<file path="src/rtl/overloaded_rule_id_expander_unit_assert.svh">
// Assertion macros for the overloaded rule-id expander.
// Expects clk and arst_n in the scope of use; no other dependencies.
`ifndef OVERLOADED_RULE_ID_EXPANDER_UNIT_ASSERT_SVH
`define OVERLOADED_RULE_ID_EXPANDER_UNIT_ASSERT_SVH

// same-cycle implication
`define ORIE_ASSERT_IMP(lbl, ante, cons) \
	lbl: assert property (@(posedge clk) disable iff (!arst_n) (ante) |-> (cons)) \
		else $error("orie assertion failed");

// next-cycle implication
`define ORIE_ASSERT_NXT(lbl, ante, cons) \
	lbl: assert property (@(posedge clk) disable iff (!arst_n) (ante) |=> (cons)) \
		else $error("orie assertion failed");

`endif

</file>
<file path="src/rtl/orie_fifo.sv">
// Two-entry queue of items of any packed type.
// Depends on nothing but its type parameter.
module orie_fifo #(
	parameter type T = logic
) (
	input  logic clk,
	input  logic arst_n,
	input  logic push,
	input  T     wdata,
	output logic full,
	input  logic pop,
	output T     rdata,
	output logic empty
);

	localparam int DEPTH = 2;
	localparam int PW = $clog2(DEPTH);

	T                 mem_q [DEPTH];
	logic [PW-1:0]    wr_q;
	logic [PW-1:0]    rd_q;
	logic [PW:0]      cnt_q;
	logic             push_ok;
	logic             pop_ok;

	assign full    = (cnt_q == (PW+1)'(DEPTH));
	assign empty   = (cnt_q == '0);
	assign push_ok = push && !full;
	assign pop_ok  = pop && !empty;
	assign rdata   = mem_q[rd_q];

	always_ff @(posedge clk) begin
		if (push_ok)
			mem_q[wr_q] <= wdata;
	end

	always_ff @(posedge clk or negedge arst_n) begin
		if (!arst_n) begin
			wr_q  <= '0;
			rd_q  <= '0;
			cnt_q <= '0;
		end else begin
			wr_q  <= wr_q + PW'(push_ok);
			rd_q  <= rd_q + PW'(pop_ok);
			cnt_q <= cnt_q + (PW+1)'(push_ok) - (PW+1)'(pop_ok);
		end
	end

endmodule

</file>
<file path="config.mk">
export PLATFORM = sky130hd
export DESIGN_NAME = orie_fifo
export DESIGN_NICKNAME = d
export VERILOG_FILES = /design/src/rtl/overloaded_rule_id_expander_unit_assert.svh /design/src/rtl/orie_fifo.sv
export SDC_FILE = /design/constraint.sdc
export NUM_CORES = 1
export LEC_CHECK = 0
export BUFFER_PORTS_ARGS = -buffer_cell sky130_fd_sc_hd__buf_2
export CAP_MARGIN = 20
export CORE_AREA = 2 2 39 41
export CTS_BUF_LIST = sky130_fd_sc_hd__clkbuf_4 sky130_fd_sc_hd__clkbuf_8
export DETAILED_ROUTE_END_ITERATION = 12
export DIE_AREA = 0 0 41 43
export GPL_TIMING_DRIVEN = 0
export PLACE_DENSITY = 0.49
export SLEW_MARGIN = 10
export SYNTH_ARGS = -nofsm -noshare
export SYNTH_HDL_FRONTEND = slang
export SYNTH_SLANG_ARGS = --single-unit
</file>
<file path="constraint.sdc">
create_clock -name clk -period 2.9 [get_ports clk]
set_clock_uncertainty 0.05 [all_clocks]
set_input_delay 0.145 -clock clk [delete_from_list [all_inputs] [get_ports clk]]
set_output_delay 0.145 -clock clk [all_outputs]
set_load 0.1 [all_outputs]
</file>
==> impl_metrics.tcl <==
set metrics [dict create \
    slew-limit-headroom_pct 67.7 \
    slowest_delay_ns 0.42 \
    routabilityCongestion 0.627 \
    grt_antenna_before_repair 0 \
    synth_top_family_by_area "adder cells" \
    post-route-min-period_ns 1.58 \
    tightest_slew_ns 0.488 \
    ant_nets 0 \
    nets 45 \
    cts_tree "built" \
    synth-edff-count 2 \
    die_h_um 43 \
    synth_xor_area_share_pct 11.1 \
    cp_max_fo 4 \
    clkSinkCount 6 \
    grt_pass1_wl_um 745 \
    grt_max_degree 5 \
    syn_avg_cell_area_um2 13.3 \
    grt_usage_pct 6.67 \
    die-area_um2 1760 \
    finalHoldViolCount 0 \
    synth_seq_cells 6 \
    start_kind "flop" \
    vias_per_cell 3.63 \
    syn_to_final_growth_pct 31.1 \
    clk_pin_slew_ns 0.05 \
    synth_flop_cell "dfrtp_1" \
    period_share_pct 54.4 \
    cts-root-buf "clkbuf_4" \
    synth_compound_area_share_pct 4.92 \
    grt_pass1_vias 196 \
    dpl.hpwl_um 375 \
    clock_latency_ns 0.24 \
    htreeDepth 1 \
    synth_top_area_cell "dfrtp_1" \
    clk_path_buf_depth 2 \
    crit_path_end_kind "flop" \
    grt_overflow 0 \
    drv_slew 0 \
    synth-adder-area-share_pct 16.4 \
    cp_cell_sequence "o21a_4, ha_1, inv_1, ha_1, xnor2_1, xnor2_1" \
    wl_per_cell_um 8.43 \
    met1Wirelength_um 185 \
    yosysWarnings 0 \
    ys_seq_area_share_pct 52.5 \
    regArea_um2 160 \
    drv_cap 0 \
    synthArstFlopShare_pct 66.7 \
    met2_length_um 188 \
    crit_arrival_ns 1.69 \
    outcome "finished clean" \
    critPathSlowestCell "dfrtp_1" \
    row_count 14 \
    route.met3.wl_um 56 \
    antenna_cells 0 \
    core_um2 1380 \
    drc 0 \
    syn_inst 23 \
    rrSetupSlack_ns 1.32 \
    multiInputGateArea_um2 130 \
    synthDistinctLibCells 12 \
    drt_wl_total_um 430 \
    hp-class "input port to flop" \
    synth_commonest_cells "dfrtp_1 (4), ha_1 (4), inv_1 (4), edfxtp_1 (2), xnor2_1 (2)" \
    synth_area_um2 305 \
    finalSetupTns_ns 0 \
    via_count 185 \
    ioPinCount 8 \
    cts_buffers 3 \
    cp_num_buf_inv 1 \
    yosys.area.top_type_share_pct 32.8 \
    route.top_layer_used "met3" \
    dr.pass1.iters 1 \
    fill_cells 155 \
    synth_area_leaders "dfrtp_1 (33%), edfxtp_1 (20%), ha_1 (16%)" \
    die_x_um 41 \
    path_class "flop to flop" \
    setup-violations-final 0 \
    synthMuxAreaShare_pct 3.69 \
    timing.fmax_mhz 633 \
    port_buffers 7 \
    cts_setup_buffers 0 \
    drt_iter0_drc 0 \
    yosys.area_share.simple_pct 6.56 \
    rsz0062_at_grt "no" \
    start_util_pct 22.1 \
    syn_nets 32 \
    worstPathRequired_ns 3.01 \
    cpLargestDelayFamily "adder cells" \
    drive_gt1_share_pct 37.1 \
]
[cell families (layout without fill, tap and decap cells)]
kind of cell	after synthesis	count (layout)
AND/OR/NAND/NOR	4	4
adder cells (fa/ha/maj)	4	4
XOR/XNOR	3	3
flip-flops	6	6
buffers and inverters	4	16
AO/OA/AOI/OAI	1	1
multiplexers	1	1
[through the flow]
stage | utilization, % | hold WS, ns | cells | cell area [µm²] | setup slack [ns]
floorplan | - | -0.201 | 23 | 305 | 1.02
global placement | 26.0 | -0.0944 | 46 | 360 | 1.35
detailed placement | 26.0 | -0.0919 | 46 | 360 | 1.32
CTS | 28.9 | 0.0365 | 51 | 400 | 1.30
global route | 28.9 | 0.0300 | 51 | 400 | 1.19
finish | 28.9 | 0.0504 | 51 | 400 | 1.32
[worst paths after layout]
path | cells after the start | start | to
max | 6 | cnt_q[1]$_DFF_PN0_ | cnt_q[1]$_DFF_PN0_
min | 1 | wdata | mem_q[1]$_DFFE_PP_
max reg2reg | 6 | cnt_q[1]$_DFF_PN0_ | cnt_q[1]$_DFF_PN0_
min reg2reg | 1 | rd_q$_DFF_PN0_ | rd_q$_DFF_PN0_
max in group asynchronous | 2 | arst_n | cnt_q[1]$_DFF_PN0_
min in group asynchronous | 2 | arst_n | wr_q$_DFF_PN0_
[registers in the layout (all words and copies together) (netlist names)]
signal,flops
cnt_q,2
wr_q,1
mem_q,2
rd_q,1
[metal layers]
metal	track usage, %	vias up
met5	0	-
met4	6.00	0
met3	3.14	0
met2	8.44	8
met1	7.89	82
li1	-	95
[area by class of cell]
type / count / area share (%)
clock buffers: 4 / 7.50
well taps: 16 / 5.00
flip-flops and latches: 6 / 40.0
inverters: 4 / 3.75
repair buffers: 8 / 11.2
multi-input cells: 13 / 32.5
[placed cells by master (no fill, tap or decap), drive strengths merged]
| cell | count |
|---|---|
| xnor2 | 2 |
| o21a | 1 |
| clkbuf | 4 |
| nand2b | 1 |
| mux2 | 1 |
| dlygate4sd3 | 1 |
| and2 | 1 |
| nand2 | 1 |
| ha | 4 |
| edfxtp | 2 |
| nor2 | 1 |
| dfrtp | 4 |
| inv | 4 |
| xor2 | 1 |
| buf | 7 |
[repair_timing]
item / CTS / global route
hold buffers: 1 / 0
resized for setup: 0 / 0
setup endpoints to repair: 0 / 0
hold endpoints to repair: 4 / 0
Power is not shown: default switching activity piles up to over one toggle a cycle in this logic, so the estimate is an artifact.
