[src/rtl/overloaded_rule_id_expander_unit_assert.svh]
// Assertion macros for the overloaded rule-id expander.
// Expects clk and arst_n in the scope of use; no other dependencies.
`ifndef OVERLOADED_RULE_ID_EXPANDER_UNIT_ASSERT_SVH
`define OVERLOADED_RULE_ID_EXPANDER_UNIT_ASSERT_SVH

// same-cycle implication
`define ORIE_ASSERT_IMP(lbl, ante, cons) \
	lbl: assert property (@(posedge clk) disable iff (!arst_n) (ante) |-> (cons)) \
		else $error("orie assertion failed");

// next-cycle implication
`define ORIE_ASSERT_NXT(lbl, ante, cons) \
	lbl: assert property (@(posedge clk) disable iff (!arst_n) (ante) |=> (cons)) \
		else $error("orie assertion failed");

`endif

[src/rtl/orie_pkg.sv]
// Shared types and constants of the overloaded rule-id expander.
// No dependencies.
package orie_pkg;

	localparam int LANE_SLOTS = 4;
	localparam int LANE_SEL_W = 2;
	localparam int LANE_W = 16;
	localparam int ADDR_W = 12;
	localparam int CNT_W = 5;
	localparam int RULE_W = 15;
	localparam int OVERLOAD_BIT = 15;

	typedef enum logic [1:0] {
		OP_FLIT    = 2'd0,
		OP_IDX_WR  = 2'd1,
		OP_RULE_WR = 2'd2,
		OP_NOP     = 2'd3
	} orie_op_t;

	typedef logic [LANE_SLOTS-1:0][LANE_W-1:0] orie_lanes_t;

	typedef struct packed {
		orie_op_t                             op;
		orie_lanes_t                          pass;
		logic [LANE_SLOTS-1:0]                over;
		logic [LANE_SLOTS-1:0][ADDR_W-1:0]    idx;
		logic                                 eop;
		logic                                 hits;
		logic [ADDR_W-1:0]                    addr;
		logic [ADDR_W-1:0]                    offset;
		logic [CNT_W-1:0]                     count;
		logic [RULE_W-1:0]                    rule;
	} orie_cmd_t;

	typedef struct packed {
		orie_lanes_t lanes;
		logic        eop;
		logic        hits;
		logic        last;
	} orie_res_t;

endpackage

[src/rtl/orie_front.sv]
// Front end: accepts requests, classifies lanes and reduces addresses modulo the
// table depths over two stages. Depends on orie_pkg.
module orie_front import orie_pkg::*; #(
	parameter int LANES       = 4,
	parameter int INDEX_DEPTH = 1024,
	parameter int LIST_DEPTH  = 4096,
	parameter int MAX_COUNT   = 16
) (
	input  logic              clk,
	input  logic              arst_n,
	input  logic              push,
	output logic              full,
	input  logic [1:0]        opcode,
	input  orie_lanes_t       lanes,
	input  logic              end_of_packet,
	input  logic              hits_flag,
	input  logic [ADDR_W-1:0] write_address,
	input  logic [ADDR_W-1:0] write_offset,
	input  logic [CNT_W-1:0]  write_count,
	input  logic [RULE_W-1:0] write_rule,
	output logic              cmd_push,
	output orie_cmd_t         cmd,
	input  logic              cmd_full
);

	localparam int MOD_STEPS = 6;
	localparam int HI_S1 = 11;
	localparam int HI_S2 = 5;

	// partial restoring reduction: MOD_STEPS compare-subtract steps from shift hi down
	function automatic logic [LANE_W-1:0] mod_part(input logic [LANE_W-1:0] val,
			input int unsigned dvs, input int hi);
		logic [31:0] acc;
		logic [31:0] sub;
		acc = 32'(val);
		for (int i = 0; i < MOD_STEPS; i++) begin
			sub = 32'(dvs) << (hi - i);
			if (acc >= sub)
				acc = acc - sub;
		end
		return acc[LANE_W-1:0];
	endfunction

	orie_op_t                         op_in;
	logic                             accept;
	logic                             s1_ready;
	logic                             s2_ready;
	logic                             v_s1;
	logic                             v_s2;

	logic [LANE_SLOTS-1:0]            over_c;
	orie_lanes_t                      pass_c;
	logic [LANE_SLOTS-1:0][LANE_W-1:0] lrem_c;
	logic [LANE_W-1:0]                arem_c;
	logic [LANE_W-1:0]                orem_c;
	logic [CNT_W-1:0]                 cnt_c;
	logic [LANE_W-1:0]                lane_g;

	orie_op_t                         op_s1;
	logic [LANE_SLOTS-1:0]            over_s1;
	orie_lanes_t                      pass_s1;
	logic [LANE_SLOTS-1:0][LANE_W-1:0] lrem_s1;
	logic                             eop_s1;
	logic                             hits_s1;
	logic [LANE_W-1:0]                arem_s1;
	logic [LANE_W-1:0]                orem_s1;
	logic [CNT_W-1:0]                 cnt_s1;
	logic [RULE_W-1:0]                rule_s1;

	orie_cmd_t                        cmd_c;
	orie_cmd_t                        cmd_s2;
	logic [LANE_W-1:0]                lfin;
	logic [LANE_W-1:0]                afin;
	logic [LANE_W-1:0]                ofin;

	assign op_in    = orie_op_t'(opcode);
	assign s2_ready = !v_s2 || !cmd_full;
	assign s1_ready = !v_s1 || s2_ready;
	assign full     = !s1_ready;
	assign accept   = push && s1_ready;
	assign cmd_push = v_s2 && !cmd_full;
	assign cmd      = cmd_s2;

	always_comb begin
		lane_g = '0;
		for (int i = 0; i < LANE_SLOTS; i++) begin
			lane_g    = (i < LANES) ? lanes[i] : '0;
			over_c[i] = lane_g[OVERLOAD_BIT];
			pass_c[i] = over_c[i] ? '0 : lane_g;
			lrem_c[i] = mod_part({1'b0, lane_g[OVERLOAD_BIT-1:0]}, INDEX_DEPTH, HI_S1);
		end
		arem_c = mod_part(LANE_W'(write_address),
			(op_in == OP_IDX_WR) ? 32'(INDEX_DEPTH) : 32'(LIST_DEPTH), HI_S1);
		orem_c = mod_part(LANE_W'(write_offset), LIST_DEPTH, HI_S1);
		cnt_c  = (write_count > CNT_W'(MAX_COUNT)) ? CNT_W'(MAX_COUNT) : write_count;
	end

	always_comb begin
		lfin = '0;
		cmd_c = '0;
		cmd_c.op   = op_s1;
		cmd_c.pass = pass_s1;
		cmd_c.over = over_s1;
		cmd_c.eop  = eop_s1;
		cmd_c.hits = hits_s1;
		for (int i = 0; i < LANE_SLOTS; i++) begin
			lfin         = mod_part(lrem_s1[i], INDEX_DEPTH, HI_S2);
			cmd_c.idx[i] = lfin[ADDR_W-1:0];
		end
		afin = mod_part(arem_s1,
			(op_s1 == OP_IDX_WR) ? 32'(INDEX_DEPTH) : 32'(LIST_DEPTH), HI_S2);
		ofin = mod_part(orem_s1, LIST_DEPTH, HI_S2);
		cmd_c.addr   = afin[ADDR_W-1:0];
		cmd_c.offset = ofin[ADDR_W-1:0];
		cmd_c.count  = cnt_s1;
		cmd_c.rule   = rule_s1;
	end

	always_ff @(posedge clk or negedge arst_n) begin
		if (!arst_n) begin
			v_s1 <= 1'b0;
			v_s2 <= 1'b0;
		end else begin
			if (s1_ready)
				v_s1 <= accept && (op_in != OP_NOP);
			if (s2_ready)
				v_s2 <= v_s1;
		end
	end

	always_ff @(posedge clk) begin
		if (accept) begin
			op_s1   <= op_in;
			over_s1 <= over_c;
			pass_s1 <= pass_c;
			lrem_s1 <= lrem_c;
			eop_s1  <= end_of_packet;
			hits_s1 <= hits_flag;
			arem_s1 <= arem_c;
			orem_s1 <= orem_c;
			cnt_s1  <= cnt_c;
			rule_s1 <= write_rule;
		end
		if (s2_ready && v_s1)
			cmd_s2 <= cmd_c;
	end

endmodule

[config.mk]
export PLATFORM = sky130hd
export DESIGN_NAME = orie_front
export DESIGN_NICKNAME = d
export VERILOG_FILES = /design/src/rtl/overloaded_rule_id_expander_unit_assert.svh /design/src/rtl/orie_pkg.sv /design/src/rtl/orie_front.sv
export SDC_FILE = /design/constraint.sdc
export NUM_CORES = 1
export LEC_CHECK = 0
export ABC_CLOCK_PERIOD_IN_PS = 29100
export BUFFER_PORTS_ARGS = -buffer_cell sky130_fd_sc_hd__buf_2
export CAP_MARGIN = 0
export CELL_PAD_IN_SITES_DETAIL_PLACEMENT = 0
export CELL_PAD_IN_SITES_GLOBAL_PLACEMENT = 1
export CORE_ASPECT_RATIO = 1.2
export CORE_UTILIZATION = 48
export CTS_CLUSTER_SIZE = 25
export DETAILED_ROUTE_END_ITERATION = 6
export MAX_ROUTING_LAYER = met4
export PLACE_DENSITY = 0.84
export SETUP_SLACK_MARGIN = 0.05
export SLEW_MARGIN = 20
export SYNTH_ARGS = -nofsm -noshare
export SYNTH_HDL_FRONTEND = slang
export SYNTH_SLANG_ARGS = --single-unit
[constraint.sdc]
create_clock -name clk -period 29.1 [get_ports clk]
set_input_delay 4.365 -clock clk [delete_from_list [all_inputs] [get_ports clk]]
set_output_delay 4.365 -clock clk [all_outputs]
set_load 0.05 [all_outputs]
==> flow_summary.ini <==
[status]
outcome = finished, final reports clean

[global_routing]
grt_overflow = 0
track_usage_pct = 18.29
first_global_vias = 7664
antenna_found_initial = 4
grt_start_max_net_pins = 75
grt_pass1_wl_microns = 39230

[routing]
antenna_left = 0
wirelength_microns = 25280
drt_iter0_markers = 333
wl_per_cell_microns = 16.91
via_count = 7787
viasPerCell = 5.209
drc_errors = 0
first_pass_iters = 5

[clock_network]
holdBufCountCts = 0
cts_tree = done
cts_buffer_depth = 3
numCtsBuffers = 31
cts.clk_slew.worst_paths_ps = 60
cts-htree-levels = 1
cts_resized = 0
clock_latency_ps = 560
numClockSinks = 330
post-cts-setup-buffer-count = 0
root_buffer = clkbuf_16

[yosys]
synth_warnings = 0
avgSynthCellArea_sq_um = 16.13
synth_cell_types = 77
synth_top_area_share_pct = 74.82
syn_area_sq_um = 13160
synthCells = 816
ys_top_cells_by_area = edfxtp_1, ha_1, nor2b_1, nor2_1, inv_1
async_reset_ff_share_pct = 0.6061
ys_seq_area_share_pct = 75.20
post-synth-top-count-cell = edfxtp_1
synth_top_flop_cell = edfxtp_1
yosysTopAreaCell = edfxtp_1
synth-seq-cells = 330
synth_edf_count = 328
synth_common_cells = edfxtp_1, nor2b_1, ha_1

[setup_path]
crit_arrival_ps = 4920
crit_start = cmd_full
endpoint_kind = output port
worstPathMaxFanout = 4
critPathMaxStageDelay_ps = 250
reg2reg_depth = 17
critPathSlowestCell = buf_2
crit_path_end = full
worstPathCellList = buf_2 -> nand3_1 -> inv_1 -> buf_2
critical_path_required_ps = 24730
regToRegEndpoint = cmd[92]$_DFFE_PP_
ff2ff_setup_slack_ps = 23960
r2r-start = lrem_s1[61]$_DFFE_PP_
crit_top_cell = buf_2
critical_path_class = input pin to output port
setup.worst_path.start_class = input pin

[pwr]
powerDensity_nw_per_um2 = 69.88
peakVddDrop_v = 0.00005546
p_leak_nw = 6.150

[sta]
max_slew.worst_pin.slew_ps = 925.5
setup_viol = 0
setup_tns_ps = 0
fin_worst_skew_ps = 15.52
holdWs_ps = 406.5
slew_viol_final = 0
final-hold-violation-count = 0
min_period_over_period_pct = 31.91
timing.fmax_mhz = 107.7
rsz0062_at_grt = no
slew_headroom_pct = 38.30
period_needed_ps = 9287

[layout]
layout-drive-gt1-share_pct = 30.41
nFillCells = 2097
final_nets = 1284
final_util_pct = 59.05
area_growth_pct = 21.14
final_area_sq_um = 15950

[floorplan]
start_util_pct = 48.75
placeableCoreArea_sq_um = 27000
fp.dieH_microns = 183.4
pin_count = 282
placementRows = 66
dieWidth_microns = 153.2
die_area_sq_um = 28090

[job]
maxCapViolations = 0

[place]
io_buffers = 277
placed_cell_area_sq_um = 14980
dp_hpwl_microns = 18220
gp_congestion = 0.8781

[hold_path]
worstHoldPathType = flip-flop to flip-flop
critical path, delay by kind of cell:
kind,cells,cell delay [ps]
buf+inv,3,440
simple gates,1,110
worst min-delay path by stage:
stage / startpoint / end / slack [ps] / cells past startpoint
floorplan: rule_s1[0]$_DFFE_PP_ / cmd[0]$_DFFE_PP_ / 400 / 0
global placement: over_s1[0]$_DFFE_PP_ / cmd[94]$_DFFE_PP_ / 400 / 0
detailed placement: cmd_c[116]$_SDFFCE_PP0P_ / cmd[116]$_DFFE_PP_ / 400 / 0
CTS: orem_s1[10]$_DFFE_PP_ / cmd[30]$_DFFE_PP_ / 400 / 0
global route: orem_s1[10]$_DFFE_PP_ / cmd[30]$_DFFE_PP_ / 410 / 0
finish: orem_s1[10]$_DFFE_PP_ / cmd[30]$_DFFE_PP_ / 410 / 0
per-layer routing:
| metal | GRT usage, % | share of wire, % | wire (microns) | vias up |
|---|---|---|---|---|
| met1 | 21.02 | 40 | 10070 | 3726 |
| li1 | - | - | - | 3750 |
| met3 | 4.738 | 7.9 | 2006 | 44 |
| met5 | - | 0 | 0 | - |
| met2 | 31.76 | 50 | 12690 | 267 |
| met4 | 4.889 | 2.1 | 524 | 0 |
flip-flops by register name, indices dropped and copies added, names as in the netlist:
name     flops
lrem_s1     56
hits_s1      1
v_s2         1
cmd_c       60
v_s1         1
arem_s1     12
cnt_s1       5
orem_s1     12
op_s1        2
over_s1      4
rule_s1     15
cmd        160
eop_s1       1
logic make-up (layout without fill, tap and decap cells):
group | count (synthesis) | in the layout | synth area share, %
flops | 330 | 330 | 75.20
simple gates | 246 | 246 | 10.75
compound gates | 108 | 108 | 6.245
buf+inv | 65 | 378 | 2.063
fa+ha+maj | 43 | 43 | 4.078
mux | 13 | 13 | 1.008
xor+xnor | 9 | 9 | 0.5988
other cells | 2 | 28 | 0.05705
through the flow:
stage               instances  power (mW)  setup WS, ps
floorplan                 838      0.7175         12310
global placement         1433      0.7454         19810
detailed placement       1433      0.7491         19810
CTS                      1491       1.126         19810
global route             1495       1.154         19740
finish                   1495       1.114         19810
power breakdown:
part | total [mW] | internal [mW] | switching (mW)
registers | 0.582 | 0.569 | 0.0132
logic | 0.156 | 0.0374 | 0.118
clock network | 0.376 | 0.215 | 0.161
total | 1.11 | 0.822 | 0.293
placed cells by master, fill, tap and decap left out, types with 22 or more instances in the layout:
master     netlist  final
edfxtp_1       328    328
buf_2            4    277
nor2b_1         67     67
ha_1            42     42
nor2_1          41     41
inv_1           39     39
nand2_1         35     35
clkbuf_16        0     31
conb_1           2     24
a21oi_1         22     22
area by class of cell:
class                      instances  area (sq um)  area share (%)
clock buffer                      47         875.8           5.492
multi-input combinational        443          3089           19.37
timing repair buffer             281          1416           8.882
sequential                       330          9899           62.08
antenna                            4         10.01         0.06277
inverter                          39         146.4          0.9180
clock inverter                    11         83.83          0.5257
tap                              340         425.4           2.668
Note: power is estimated with default switching activity, not from simulation.
